`src/rtl/kare_pkg.sv`:
```
package kare_pkg;

    localparam int unsigned KEY_W   = 12;
    localparam int unsigned TIME_W  = 32;
    localparam int unsigned CFG_W   = 16;
    localparam int unsigned DIR_N   = 4;
    localparam int unsigned DIR_W   = 2;
    localparam int unsigned EVENT_W = 6;
    localparam int unsigned HOLD_W  = 4;

    localparam logic [CFG_W-1:0] DELAY_RESET    = 16'd300;
    localparam logic [CFG_W-1:0] INTERVAL_RESET = 16'd100;

    typedef enum logic
    {
        REG_REPEAT_DELAY    = 1'b0,
        REG_REPEAT_INTERVAL = 1'b1
    } cfg_reg_t;

    localparam int unsigned KEY_CTRL      = 4;
    localparam int unsigned KEY_Z         = 5;
    localparam int unsigned KEY_ALT       = 6;
    localparam int unsigned KEY_ENTER     = 7;
    localparam int unsigned KEY_SHIFT     = 8;
    localparam int unsigned KEY_SPACE     = 9;
    localparam int unsigned KEY_M         = 10;
    localparam int unsigned KEY_SEMICOLON = 11;

    localparam int unsigned EV_ACT_RELEASE = 0;
    localparam int unsigned EV_FLG_RELEASE = 1;
    localparam int unsigned EV_CONFIRM     = 2;
    localparam int unsigned EV_HYPOTHESIS  = 3;
    localparam int unsigned EV_POINTER     = 4;
    localparam int unsigned EV_MUSIC       = 5;

    localparam int unsigned HOLD_ACT = 0;
    localparam int unsigned HOLD_FLG = 1;
    localparam int unsigned CANC_ACT = 2;
    localparam int unsigned CANC_FLG = 3;

    typedef struct packed
    {
        logic [EVENT_W-1:0] event_pulses;
        logic [HOLD_W-1:0]  hold_status;
    } btn_result_t;

endpackage

```
`src/rtl/key_autorepeat_and_press_events_core.sv`:
```
// Pipeline: a poll that is taken is held in the input register, and its result is registered
// in the result register that drives out_valid; out_stall can hold it in either register.
// Throughput: one poll per cycle while in_stall is low; the result register holds while out_stall
// is high, and in_stall rises as soon as the input register also holds a poll.
// Reset: rst_n clears all key state and the pipeline valids at once and loads the
// repeat delay and interval with their defaults of 300 ms and 100 ms.
module key_autorepeat_and_press_events_core
(
    input  logic                          clk,
    input  logic                          rst_n,
    input  logic                          cfg_we,
    input  logic                          cfg_index,
    input  logic [kare_pkg::CFG_W-1:0]    cfg_data,
    input  logic                          in_valid,
    output logic                          in_stall,
    input  logic [kare_pkg::KEY_W-1:0]    key_levels,
    input  logic [kare_pkg::TIME_W-1:0]   now_ms,
    output logic                          out_valid,
    input  logic                          out_stall,
    output logic [kare_pkg::DIR_N-1:0]    direction_pulses,
    output logic [kare_pkg::EVENT_W-1:0]  event_pulses,
    output logic [kare_pkg::HOLD_W-1:0]   hold_status
);

    logic [kare_pkg::CFG_W-1:0]   delay_reg;
    logic [kare_pkg::CFG_W-1:0]   interval_reg;
    logic                         s1_valid_reg;
    logic [kare_pkg::KEY_W-1:0]   s1_keys_reg;
    logic [kare_pkg::TIME_W-1:0]  s1_now_reg;
    logic                         out_valid_reg;
    logic [kare_pkg::DIR_N-1:0]   dir_reg;
    logic [kare_pkg::EVENT_W-1:0] event_reg;
    logic [kare_pkg::HOLD_W-1:0]  hold_reg;
    logic                         out_free;
    logic                         commit;
    logic                         in_take;
    logic [kare_pkg::DIR_N-1:0]   dir_pulses;
    kare_pkg::btn_result_t        btn_result;

    assign out_free = !out_valid_reg || !out_stall;
    assign commit   = s1_valid_reg && out_free;
    assign in_stall = s1_valid_reg && !out_free;
    assign in_take  = in_valid && !in_stall;

    always_ff @(posedge clk or negedge rst_n)
    begin
        if (!rst_n)
        begin
            delay_reg    <= kare_pkg::DELAY_RESET;
            interval_reg <= kare_pkg::INTERVAL_RESET;
        end
        else if (cfg_we)
        begin
            unique case (kare_pkg::cfg_reg_t'(cfg_index))
                kare_pkg::REG_REPEAT_DELAY:    delay_reg    <= cfg_data;
                kare_pkg::REG_REPEAT_INTERVAL: interval_reg <= cfg_data;
                default:                       delay_reg    <= delay_reg;
            endcase
        end
    end

    always_ff @(posedge clk or negedge rst_n)
    begin
        if (!rst_n)
        begin
            s1_valid_reg  <= 1'b0;
            out_valid_reg <= 1'b0;
        end
        else
        begin
            if (in_take || commit)
            begin
                s1_valid_reg <= in_take;
            end
            if (out_free)
            begin
                out_valid_reg <= s1_valid_reg;
            end
        end
    end

    always_ff @(posedge clk)
    begin
        if (in_take)
        begin
            s1_keys_reg <= key_levels;
            s1_now_reg  <= now_ms;
        end
        if (commit)
        begin
            dir_reg   <= dir_pulses;
            event_reg <= btn_result.event_pulses;
            hold_reg  <= btn_result.hold_status;
        end
    end

    kare_dir_unit u_dir
    (
        .clk             (clk),
        .rst_n           (rst_n),
        .commit          (commit),
        .dir_keys        (s1_keys_reg[kare_pkg::DIR_N-1:0]),
        .now_ms          (s1_now_reg),
        .repeat_delay    (delay_reg),
        .repeat_interval (interval_reg),
        .pulses          (dir_pulses)
    );

    kare_button_unit u_button
    (
        .clk    (clk),
        .rst_n  (rst_n),
        .commit (commit),
        .keys   (s1_keys_reg),
        .result (btn_result)
    );

    assign out_valid        = out_valid_reg;
    assign direction_pulses = dir_reg;
    assign event_pulses     = event_reg;
    assign hold_status      = hold_reg;

`ifndef SYNTHESIS
    a_stall_needs_item: assert property (@(posedge clk) disable iff (!rst_n)
        in_stall |-> s1_valid_reg && out_valid_reg)
        else $error("input stalled without a waiting item");

    a_hold_exclusive: assert property (@(posedge clk) disable iff (!rst_n)
        out_valid |-> !(hold_status[kare_pkg::HOLD_ACT] && hold_status[kare_pkg::HOLD_FLG]))
        else $error("action and flag held together");

    a_pulse_needs_key: assert property (@(posedge clk) disable iff (!rst_n)
        commit |=> (direction_pulses & ~$past(s1_keys_reg[kare_pkg::DIR_N-1:0])) == '0)
        else $error("direction pulse on a released key");
`endif

endmodule

```
`src/rtl/kare_dir_unit.sv`:
```
module kare_dir_unit
(
    input  logic                                clk,
    input  logic                                rst_n,
    input  logic                                commit,
    input  logic [kare_pkg::DIR_N-1:0]          dir_keys,
    input  logic [kare_pkg::TIME_W-1:0]         now_ms,
    input  logic [kare_pkg::CFG_W-1:0]          repeat_delay,
    input  logic [kare_pkg::CFG_W-1:0]          repeat_interval,
    output logic [kare_pkg::DIR_N-1:0]          pulses
);

    logic [kare_pkg::DIR_N-1:0]  latches_reg, latches_next;
    logic [kare_pkg::DIR_W-1:0]  last_reg, last_next;
    logic                        repeating_reg, repeating_next;
    logic [kare_pkg::TIME_W-1:0] start_reg, start_next;
    logic [kare_pkg::TIME_W-1:0] elapsed;
    logic [kare_pkg::CFG_W-1:0]  threshold;
    logic                        expired;

    // Only the direction pressed last before this poll, if still held, can repeat, so one compare
    // against the stored start time serves all four keys.
    assign elapsed   = now_ms - start_reg;
    assign threshold = repeating_reg ? repeat_interval : repeat_delay;
    assign expired   = elapsed > {{(kare_pkg::TIME_W-kare_pkg::CFG_W){1'b0}}, threshold};

    always_comb
    begin
        latches_next   = latches_reg;
        last_next      = last_reg;
        repeating_next = repeating_reg;
        start_next     = start_reg;
        pulses         = '0;
        for (int d = 0; d < kare_pkg::DIR_N; d++)
        begin
            if (dir_keys[d])
            begin
                if (!latches_reg[d])
                begin
                    pulses[d]       = 1'b1;
                    latches_next[d] = 1'b1;
                    last_next       = kare_pkg::DIR_W'(d);
                    repeating_next  = 1'b0;
                    start_next      = now_ms;
                end
                else if (last_next == kare_pkg::DIR_W'(d) && expired)
                begin
                    pulses[d]      = 1'b1;
                    repeating_next = 1'b1;
                    start_next     = now_ms;
                end
            end
            else
            begin
                latches_next[d] = 1'b0;
            end
        end
    end

    always_ff @(posedge clk or negedge rst_n)
    begin
        if (!rst_n)
        begin
            latches_reg   <= '0;
            last_reg      <= '0;
            repeating_reg <= 1'b0;
            start_reg     <= '0;
        end
        else if (commit)
        begin
            latches_reg   <= latches_next;
            last_reg      <= last_next;
            repeating_reg <= repeating_next;
            start_reg     <= start_next;
        end
    end

endmodule

```
`src/rtl/kare_button_unit.sv`:
```
module kare_button_unit
(
    input  logic                        clk,
    input  logic                        rst_n,
    input  logic                        commit,
    input  logic [kare_pkg::KEY_W-1:0]  keys,
    output kare_pkg::btn_result_t       result
);

    logic [kare_pkg::HOLD_W-1:0] modes_reg, modes_next;
    logic                        busy_reg, busy_next;
    logic [3:0]                  edge_reg, edge_next;
    logic [3:0]                  levels;

    assign levels[0] = keys[kare_pkg::KEY_CTRL] | keys[kare_pkg::KEY_ENTER];
    assign levels[1] = keys[kare_pkg::KEY_SHIFT];
    assign levels[2] = keys[kare_pkg::KEY_SPACE];
    assign levels[3] = keys[kare_pkg::KEY_M] | keys[kare_pkg::KEY_SEMICOLON];
    assign edge_next = levels;

    always_comb
    begin
        logic act;
        logic flg;
        logic ha;
        logic hf;
        logic ca;
        logic cf;
        logic busy;
        logic [kare_pkg::EVENT_W-1:0] ev;

        act  = keys[kare_pkg::KEY_CTRL] | keys[kare_pkg::KEY_Z];
        flg  = keys[kare_pkg::KEY_ALT];
        ha   = modes_reg[kare_pkg::HOLD_ACT];
        hf   = modes_reg[kare_pkg::HOLD_FLG];
        ca   = modes_reg[kare_pkg::CANC_ACT];
        cf   = modes_reg[kare_pkg::CANC_FLG];
        busy = busy_reg;
        ev   = '0;

        if (act && !ha && !hf && !busy)
        begin
            ha   = 1'b1;
            busy = 1'b1;
        end
        if (!act && ha)
        begin
            ha = 1'b0;
            ev[kare_pkg::EV_ACT_RELEASE] = 1'b1;
            busy = 1'b0;
        end
        if (flg && !ha && !hf && !busy)
        begin
            hf   = 1'b1;
            busy = 1'b1;
        end
        if (!flg && hf)
        begin
            hf = 1'b0;
            ev[kare_pkg::EV_FLG_RELEASE] = 1'b1;
            busy = 1'b0;
        end
        if (flg && ha && !hf)
        begin
            ha   = 1'b0;
            ca   = 1'b1;
            busy = 1'b1;
        end
        if (!flg && !act && ca)
        begin
            ca   = 1'b0;
            busy = 1'b0;
        end
        if (act && !ha && hf)
        begin
            hf   = 1'b0;
            cf   = 1'b1;
            busy = 1'b1;
        end
        if (!flg && !act && cf)
        begin
            cf   = 1'b0;
            busy = 1'b0;
        end

        ev[kare_pkg::EV_CONFIRM]    = levels[0] & ~edge_reg[0];
        ev[kare_pkg::EV_HYPOTHESIS] = levels[1] & ~edge_reg[1];
        ev[kare_pkg::EV_POINTER]    = levels[2] & ~edge_reg[2];
        ev[kare_pkg::EV_MUSIC]      = levels[3] & ~edge_reg[3];

        modes_next = '0;
        modes_next[kare_pkg::HOLD_ACT] = ha;
        modes_next[kare_pkg::HOLD_FLG] = hf;
        modes_next[kare_pkg::CANC_ACT] = ca;
        modes_next[kare_pkg::CANC_FLG] = cf;
        busy_next = busy;

        result.event_pulses = ev;
        result.hold_status  = modes_next;
    end

    always_ff @(posedge clk or negedge rst_n)
    begin
        if (!rst_n)
        begin
            modes_reg <= '0;
            busy_reg  <= 1'b0;
            edge_reg  <= '0;
        end
        else if (commit)
        begin
            modes_reg <= modes_next;
            busy_reg  <= busy_next;
            edge_reg  <= edge_next;
        end
    end

endmodule
```
`config.mk`:
```
export PLATFORM = sky130hd
export DESIGN_NAME = key_autorepeat_and_press_events_core
export DESIGN_NICKNAME = d
export VERILOG_FILES = /design/src/rtl/kare_pkg.sv /design/src/rtl/key_autorepeat_and_press_events_core.sv /design/src/rtl/kare_dir_unit.sv /design/src/rtl/kare_button_unit.sv
export SDC_FILE = /design/constraint.sdc
export NUM_CORES = 1
export LEC_CHECK = 0
export ABC_AREA = 1
export BUFFER_PORTS_ARGS = -buffer_cell sky130_fd_sc_hd__buf_2
export CAP_MARGIN = 40
export CELL_PAD_IN_SITES_DETAIL_PLACEMENT = 1
export CELL_PAD_IN_SITES_GLOBAL_PLACEMENT = 1
export CORE_UTILIZATION = 37
export CTS_CLUSTER_SIZE = 16
export DETAILED_ROUTE_END_ITERATION = 10
export PLACE_DENSITY = 0.67
export SLEW_MARGIN = 20
export SYNTH_ARGS = -nofsm -noshare
export SYNTH_HDL_FRONTEND = slang
export SYNTH_SLANG_ARGS = --single-unit
```
`constraint.sdc`:
```
create_clock -name clk -period 9.7 [get_ports clk]
set_input_delay 0.485 -clock clk [delete_from_list [all_inputs] [get_ports clk]]
set_output_delay 0.485 -clock clk [all_outputs]
set_load 0.01 [all_outputs]
```
Yosys cells after proc, flatten, opt, wreduce, memory -nomap -nowiden
Index checks and enable logic that the tools add are counted.
Widths: inputs -> output; s select.
{"block": "word_totals", "output_inout_bits": 16, "regBits": 140, "elab_cells": 141, "in_bits": 66}
{"block": "classes", "addsub": 1, "n_bitwise": 12, "reduce_logical": 40, "magnitude_cmp": 1, "eq_ne": 3, "mux": 65}
{"cell": "$mux 32", "n": 12}
{"cell": "$mux 1", "n": 44}
{"cell": "$gt 32x16->1", "n": 1}
{"cell": "$sub 32x32->32", "n": 1}
{"cell": "$logic_and 1x1->1", "n": 22}
{"cell": "$mux 16", "n": 1}
{"cell": "$mux 2", "n": 8}
{"cell": "$logic_not 1->1", "n": 13}
{"cell": "$not 1->1", "n": 5}
{"cell": "$and 1x1->1", "n": 4}
{"cell": "$eq 2x2->1 const B", "n": 2}
{"cell": "$reduce_and 2->1", "n": 2}
{"cell": "$or 1x1->1", "n": 3}
{"cell": "$eq 2x1->1 const B", "n": 1}
{"cell": "$logic_not 2->1", "n": 1}
{"cell": "$logic_or 1x1->1", "n": 2}

Depth between registers and ports, before layout
Gate-level depths: netlist of the first run.
{"block": "depth", "word_depth": 23, "mapped_depth": 34, "mapped_depth_nobuf": 34}

By module
A second synthesis of the first run with hierarchy kept.
{"block": "unflattened", "cells_unflattened": 1121, "hier_area_um2": 8504.4}
{"mod": "kare_dir_unit", "instances": 1, "area_each_um2": 4805.9, "cells_each": 829}
{"mod": "key_autorepeat_and_press_events_core", "instances": 1, "area_each_um2": 3160.5, "cells_each": 210}
{"mod": "kare_button_unit", "instances": 1, "area_each_um2": 538.0, "cells_each": 82}

Least setup slack after synthesis of the first run
No wires, ideal clock.
{"block": "synth_timing", "path_type": "flip-flop to flip-flop", "start": "reg u_dir.start_reg[0] (netlist name)", "end": "reg u_dir.start_reg[7] (netlist name)", "path_stages_with_launch": 30, "path_slack_ps": 6247, "path_buffers": 1, "arrival_time_ps": 3337, "setup_time_ps": 116, "cell_sequence": "dfrtp_1 > ha_1 > fa_1 > inv_1 > nand3_1 > nand3_1 > nand3_1 > nand3_1 > xor2_1 > ha_1 > nand2_1 > nor2_1 > nand2_1 > nor2_1 > nand4_1 > nand2_1 > nand3_1 > a21oi_1 > nand2_1 > nor2_2 > nand2_2 > nand3_2 > o21ai_1 > nor2_2 > nand2_2 > buf_6 > nand2_1 > nand2_1 > nand2_1 > nand2_1"}
{"block": "synth_between", "elab_chain_len": 15, "elab_cells_between_ends": 18, "cone_classes": "add/sub: 1; order compare: 1; mux: 12; reduce/logical: 4"}
{"item": "start, declared", "line": "kare_dir_unit.sv:16", "text": "logic [kare_pkg::TIME_W-1:0] start_reg, start_next;"}
{"item": "start signal, assigned", "line": "kare_dir_unit.sv:74", "text": "start_reg <= start_next;"}
{"item": "$sub 32x32->32 *", "line": "kare_dir_unit.sv:23", "text": "assign elapsed = now_ms - start_reg;"}
{"item": "$gt 32x16->1 *", "line": "kare_dir_unit.sv:25", "text": "assign expired = elapsed > {{(kare_pkg::TIME_W-kare_pkg::CFG_W){1'b0}}, threshold};"}
{"item": "$logic_and 1x1->1", "line": "kare_dir_unit.sv:46", "text": "else if (last_next == kare_pkg::DIR_W'(d) && expired)"}
{"item": "$mux 32", "line": "kare_dir_unit.sv:46"}
{"item": "$mux 32", "line": "kare_dir_unit.sv:38", "text": "if (!latches_reg[d])"}
{"item": "$mux 32", "line": "kare_dir_unit.sv:36", "text": "if (dir_keys[d])"}
{"item": "$mux 32", "line": "kare_dir_unit.sv:46"}
{"item": "$mux 32", "line": "kare_dir_unit.sv:38"}
{"item": "$mux 32", "line": "kare_dir_unit.sv:36"}
{"item": "$mux 32", "line": "kare_dir_unit.sv:46"}
{"item": "$mux 32", "line": "kare_dir_unit.sv:38"}
{"item": "$mux 32", "line": "kare_dir_unit.sv:36"}
{"item": "$mux 32", "line": "kare_dir_unit.sv:46"}
{"item": "$mux 32", "line": "kare_dir_unit.sv:38"}
{"item": "$mux 32 *", "line": "kare_dir_unit.sv:36"}
Mark *: on every way between the ends. The rest lies on a longest branch, timed or not.
A chain may end at the register's enable or synchronous reset.

Worst setup path in the final report of the first run
{"block": "layout_timing", "start": "reg u_dir.start_reg[0] (netlist name)", "end": "reg u_dir.start_reg[1] (netlist name)"}
The elaborated chain is that of the path after synthesis.

==> metrics.yaml, run 1 <==
power:
  peakVddDrop_v: 0.0000958
  pwr-share-comb: 0.451
  power.internal_uw: 1520
  p_leak_uw: 0.00519
  finalPower_uw: 2650
  sw_frac_of_total: 0.426
  clkPwrFrac: 0.244
  pwr-share-seq: 0.305
  power.switching_uw: 1130
  p_per_area_nw_per_um2: 273
global_routing:
  grt_pass1_vias: 7495
  antenna_found_initial: 0
  grt_overflow_total: 0
  grt_pass1_wl_um: 37200
  grt_usage: 0.202
  grt_start_max_net_pins: 55
clock_network:
  clockBufferDepth: 2
  clock_sinks: 140
  cts_tree: "built"
  cts_made_buffers: 17
  cts.htree.levels: 4
  cts-root-buf: "clkbuf_16"
  clock_latency_ps: 430
  hold_buffers: 0
  cts_setup_buffers: 0
  post_cts_resized: 0
  clk_pin_slew_worst_paths_ps: 70
status:
  status: "finished clean"
sta:
  clock_skew_ps: 15.7
  hold_viol: 0
  setup_ws_ps: 4950
  max_slew_margin: 0.479
  final.setup.tns_ps: 0
  finalSetupViolCount: 0
  fin_crit_ps: 4750
  rsz0062_at_grt: "no"
  fmax_mhz: 211
  drv_slew: 0
  worst_slew_pin_slew_ps: 780
  post-route-period-util: 0.489
detailed_routing:
  drt_iter0_drc: 235
  first_pass_iters: 6
  remaining_drc_errors: 0
  wl_um: 22000
  wire_per_inst_um: 14.8
  ant_nets: 0
  avgViaCountPerCell: 4.76
  vias: 7081
final_layout:
  regArea_um2: 3800
  area_growth_pct: 15.5
  antenna_cells: 0
  fillers: 2803
  drive_above_1_share: 0.119
  fin_util: 0.440
  multi_input_area_um2: 3730
  layout.nets: 1310
  final_area_um2: 9690
yosys:
  syn_area_um2: 8400
  syn-num-nets: 1224
  synth_cells: 1110
  synth.avg_cell_area_um2: 7.56
  yosys_warnings: 0
  ys_ff_latch: 140
  ys_seq_area_frac: 0.453
  synth_edf_count: 58
  synthArstFlopShare: 0.586
  synth_ff_type: "dfrtp_1"
  synth_cell_types: 33
worst_setup_path:
  cp-end-kind: "flop"
  cp_max_fo: 32
  critical_path_class: "reg -> reg"
  required_ps: 10040
  arrival_ps: 5090
  start_kind: "flop"
die:
  die_area_um2: 23300
  ios: 82
  fp.dieH_um: 153
  core_area_um2: 22000
  initial_core_util: 0.381
  placementRows: 54
  die_x_um: 153
run:
  maxCapViolations: 0
placement:
  place_area_um2: 9130
  dp_hpwl_um: 17200
  pre_cts_ws_ps: 4870
  place_congestion: 0.833
  io_buffers: 81
hold_path:
  worstHoldPathType: "in -> async"
==> cell usage after synthesis, drive strengths merged, types with 2 or more instances <==
| cell type | number | area, um2 |
|---|---|---|
| clkbuf | 11 | 41.3 |
| inv | 202 | 758 |
| nor2 | 78 | 305 |
| edfxtp | 58 | 1740 |
| mux2i | 15 | 150 |
| a21oi | 31 | 155 |
| buf | 9 | 66.3 |
| ha | 47 | 588 |
| nor3 | 5 | 30.0 |
| dfrtp | 75 | 1880 |
| nand3 | 62 | 315 |
| o21bai | 4 | 30.0 |
| and2 | 8 | 50.1 |
| dfstp | 7 | 184 |
| nand4 | 13 | 81.3 |
| o21ai | 56 | 280 |
| xor2 | 13 | 114 |
| xnor2 | 2 | 17.5 |
| nand2 | 409 | 1560 |
==> through the flow <==
stage                     instances  hold WS [ps]
final                          1489          21.2
after CTS                      1489          30.5
after detailed placement       1457           463
after global placement         1453           454
after global routing           1489          46.7
after floorplan                1110           189
==> layer usage <==
layer  track usage  vias up  routed length (um)
met3        0.0327       20                 484
met1         0.248     3356               10000
met2         0.363       75               11200
met5             0        -                   0
li1              -     3630                   -
met4        0.0625        0                 343
==> area by class of cell <==
class | instances | area share
clock buffer | 19 | 0.0447
clock inverter | 13 | 0.0138
inverter | 202 | 0.0782
multi-input combinational | 748 | 0.385
sequential | 140 | 0.392
tap | 280 | 0.0361
timing repair buffer | 87 | 0.0503
==> cells by family after synthesis <==
group                      share of synthesized area
AOI/OAI and AO/OA                             0.0583
xor gates and xnor gates                      0.0156
adders and majority gates                     0.0724
buffers and inverters                          0.103
DFF                                            0.453
muxes                                         0.0179
and+or+nand+nor                                0.280
==> worst max-delay path, stage by stage (launching register included) <==
cell	delay (ps)
dfrtp_1	390
ha_1	220
fa_1	440
inv_1	120
nand3_1	80
nand3_1	150
nand3_1	100
nand3_1	170
xor2_1	110
ha_1	290
nand2_1	50
nor2_1	130
nand2_1	90
nor2_1	140
nand4_1	110
nand2_1	80
nand3_1	60
a21oi_1	130
nand2_1	80
nor2_2	110
nand2_2	100
nand3_2	80
o21ai_1	90
nor2_2	180
nand2_2	410
nand2_4	520
nand2_1	100
o21ai_1	110
==> cell usage in the layout (no fill, tap or decap), types with 2 or more instances in the layout <==
| cell | Yosys | routed |
|---|---|---|
| mux2i_1 | 15 | 15 |
| clkbuf_16 | 0 | 17 |
| xnor2_1 | 2 | 2 |
| nand3_1 | 61 | 61 |
| nor2_1 | 73 | 73 |
| dfstp_2 | 7 | 7 |
| and2_1 | 8 | 8 |
| nand2_2 | 7 | 7 |
| buf_2 | 2 | 80 |
| inv_1 | 199 | 197 |
| dfrtp_1 | 75 | 75 |
| o21bai_1 | 4 | 4 |
| o21ai_0 | 53 | 53 |
| clkbuf_1 | 11 | 2 |
| inv_2 | 3 | 5 |
| xor2_1 | 13 | 13 |
| ha_1 | 47 | 47 |
| nand2_1 | 401 | 401 |
| buf_4 | 0 | 3 |
| clkinv_4 | 0 | 4 |
| a21oi_1 | 31 | 31 |
| buf_8 | 0 | 3 |
| edfxtp_1 | 58 | 58 |
| o21ai_1 | 3 | 3 |
| nor3_1 | 4 | 4 |
| nand4_1 | 13 | 13 |
| clkinvlp_4 | 0 | 3 |
| nor2_2 | 5 | 5 |
| inv_6 | 0 | 4 |
==> power by group through the flow <==
stage	sequential (uW)	clock, uW	combinational (uW)
after floorplan	803	0	876
final	808	645	1200
after global routing	823	687	1380
after CTS	810	666	1220
after detailed placement	818	0	1210
after global placement	826	0	1170
==> final timing paths <==
path | from | to | slack [ps] | cells after the start
max | u_dir.start_reg[0] | u_dir.start_reg[1] | 4950 | 27
min | rst_n | u_dir.start_reg[20] | 20 | 1
max reg2reg | u_dir.start_reg[0] | u_dir.start_reg[1] | 4950 | 27
min reg2reg | u_dir.start_reg[23] | u_dir.start_reg[23] | 480 | 2
max in group asynchronous | rst_n | u_dir.start_reg[0] | 8630 | 2
min in group clk | key_levels[0] | s1_keys_reg[0] | 220 | 1
(Power assumes the default switching activity.)
==> inputs of run 2 (changes only) <==
clock period = 4.9 ns   (was 9.7 ns; I/O delays follow)
==> metrics.yaml, run 2 (synthesis gave the netlist of run 1 again) <==
worst_setup_path:
  critical_path_class: "reg -> reg"
  rrSetupSlack_ps: 520  # -4430 ps
  cp_max_fo: 28  # -13%
  cp-end-kind: "flop"
  reg2reg_to: "u_dir.start_reg[23]"
  cp_slowest_stage_delay_ps: 440  # -80 ps
  required_ps: 5210  # -4830 ps
  start_kind: "flop"
  ff2ff_path_depth: 27  # unchanged
  arrival_ps: 4690  # -400 ps
  reg2reg_from: "u_dir.start_reg[0]"
  slowest_stage: "fa_1"
die:
  core_area_um2: 22000  # unchanged
  die_area_um2: 23300  # unchanged
  placementRows: 54  # unchanged
  fp.dieH_um: 153  # unchanged
  ios: 82  # unchanged
  die_x_um: 153  # unchanged
  initial_core_util: 0.381  # unchanged
clock_network:
  cts_tree: "built"
  cts.htree.levels: 4  # unchanged
  cts_setup_buffers: 0  # unchanged
  cts_made_buffers: 17  # unchanged
  clk_pin_slew_worst_paths_ps: 70  # about the same
  clock_sinks: 140  # unchanged
  cts-root-buf: "clkbuf_16"
  clock_latency_ps: 440  # about the same
  clockBufferDepth: 2  # unchanged
final_layout:
  drive_above_1_share: 0.118  # -0.00127
  fillers: 2724  # -2.8%
  antenna_cells: 0  # unchanged
  area_growth_pct: 21.1
  final_common_cell: "nand2_1"
  final_cell_mix: "nand2_1, inv_1, buf_2, dfrtp_1, nor2_1"
  fin_util: 0.461  # +0.0214
  layout.nets: 1357  # +3.6%
hold_path:
  min_from: "cfg_data[8]"
  worstHoldPathType: "in -> reg"
  min_to: "delay_reg[8]"
  hold_depth: 3
power:
  finalPower_uw: 5280  # +99%
  peakVddDrop_v: 0.000222  # +130%
  power.switching_uw: 2270  # +100%
  sw_frac_of_total: 0.431  # +0.00525
  power.internal_uw: 3000  # +97%
  pwr-share-comb: 0.457  # +0.006
  clkPwrFrac: 0.241  # -0.003
  pwr-share-seq: 0.302  # -0.003
  p_leak_uw: 0.00540  # +4.1%
  p_per_area_nw_per_um2: 519  # +90%
global_routing:
  grt_overflow_total: 0  # unchanged
  antenna_found_initial: 0  # unchanged
  grt_pass1_wl_um: 38700  # +4.2%
  grt_pass1_vias: 7860  # +4.9%
  grt_usage: 0.211  # +0.00848
  grt_start_max_net_pins: 49  # -11%
sta:
  fmax_mhz: 228  # +8.4%
  setup_ws_ps: 519  # -4430 ps
  fin_crit_ps: 4380  # -367 ps
  clock_skew_ps: 18.3  # +2.53 ps
  hold_viol: 0  # unchanged
  timing.hold.ws_ps: 45.2  # +24.0 ps
  final.setup.tns_ps: 0  # unchanged
  post-route-period-util: 0.894  # +0.405
  rsz0062_at_grt: "no"
  max_slew_margin: 0.568  # +0.0889
  worst_slew_pin_slew_ps: 648  # -132 ps
  drv_slew: 0  # unchanged
  finalSetupViolCount: 0  # unchanged
detailed_routing:
  wl_um: 22800  # +3.5%
  wire_per_inst_um: 14.9  # +0.37%
  ant_nets: 0  # unchanged
  remaining_drc_errors: 0  # unchanged
  first_pass_iters: 6  # unchanged
  drt_iter0_drc: 297  # +26%
  avgViaCountPerCell: 4.75  # about the same
  vias: 7303  # +3.1%
placement:
  pre_cts_ws_ps: 511  # -4360 ps
  place_congestion: 0.864  # +3.7%
  dp_hpwl_um: 17100  # about the same
  io_buffers: 81  # unchanged
run:
  maxCapViolations: 0  # unchanged
status:
  status: "finished clean"
-- run 2: timing repair --
item / in CTS / in global routing
endpoints found under the hold margin: 76 / 1
hold buffers: 44 / 1
endpoints found under the setup margin: 0 / 2
resized for setup: 0 / 1
-- run 2: worst max path at each step --
stage / end / slack [ps] / start / depth (start not counted)
after global placement: u_dir.start_reg[11] / 660 / u_dir.start_reg[0] / 27
final: u_dir.start_reg[23] / 520 / u_dir.start_reg[0] / 27
after detailed placement: u_dir.start_reg[0] / 510 / u_dir.start_reg[0] / 27
after CTS: u_dir.start_reg[0] / 470 / u_dir.start_reg[0] / 27
after global routing: u_dir.start_reg[23] / 40 / u_dir.start_reg[0] / 27
after floorplan: u_dir.start_reg[7] / 1450 / u_dir.start_reg[0] / 29
-- run 2: metal layers --
layer | routed length, um | track usage | part of all wire | vias up
li1 | - | - | - | 3721
met1 | 10100 | 0.255 | 0.44 | 3448
met2 | 11700 | 0.381 | 0.51 | 105
met3 | 543 | 0.0313 | 0.024 | 29
met4 | 440 | 0.0707 | 0.019 | 0
met5 | 0 | 0 | 0 | -
-- run 2: critical path: cells and delay by family (launching register included) --
family / cells / cell delay, ps
AO/OA/AOI/OAI: 1 / 110
flip-flops: 1 / 400
buffers and inverters: 2 / 400
adder cells (fa/ha/maj): 3 / 840
AND/OR/NAND/NOR: 20 / 2180
XOR/XNOR: 1 / 290
-- run 2: cell type report --
cell class / instances / area [um2] / share of cell area
flip-flops and latches: 140 / 3800 / 0.374
multi-input cells: 748 / 3740 / 0.368
repair buffers: 134 / 953 / 0.0938
inverters: 202 / 758 / 0.0746
clock buffers: 18 / 439 / 0.0432
well taps: 280 / 350 / 0.0345
clock inverters: 14 / 124 / 0.0122
-- run 2: metrics by stage --
stage          cells  area [um2]
4_1_cts         1534       10100
3_3_place_gp    1455        9080
2_1_floorplan   1110        8400
6_report        1536       10200
3_5_place_dp    1458        9130
5_1_grt         1536       10200
-- run 2: power groups by stage --
stage	logic [uW]	registers (uW)	clock network, uW
finish	2410	1590	1270
global route	2810	1620	1360
CTS	2460	1590	1310
detailed placement	2400	1610	0
global placement	2340	1610	0
floorplan	1730	1590	0
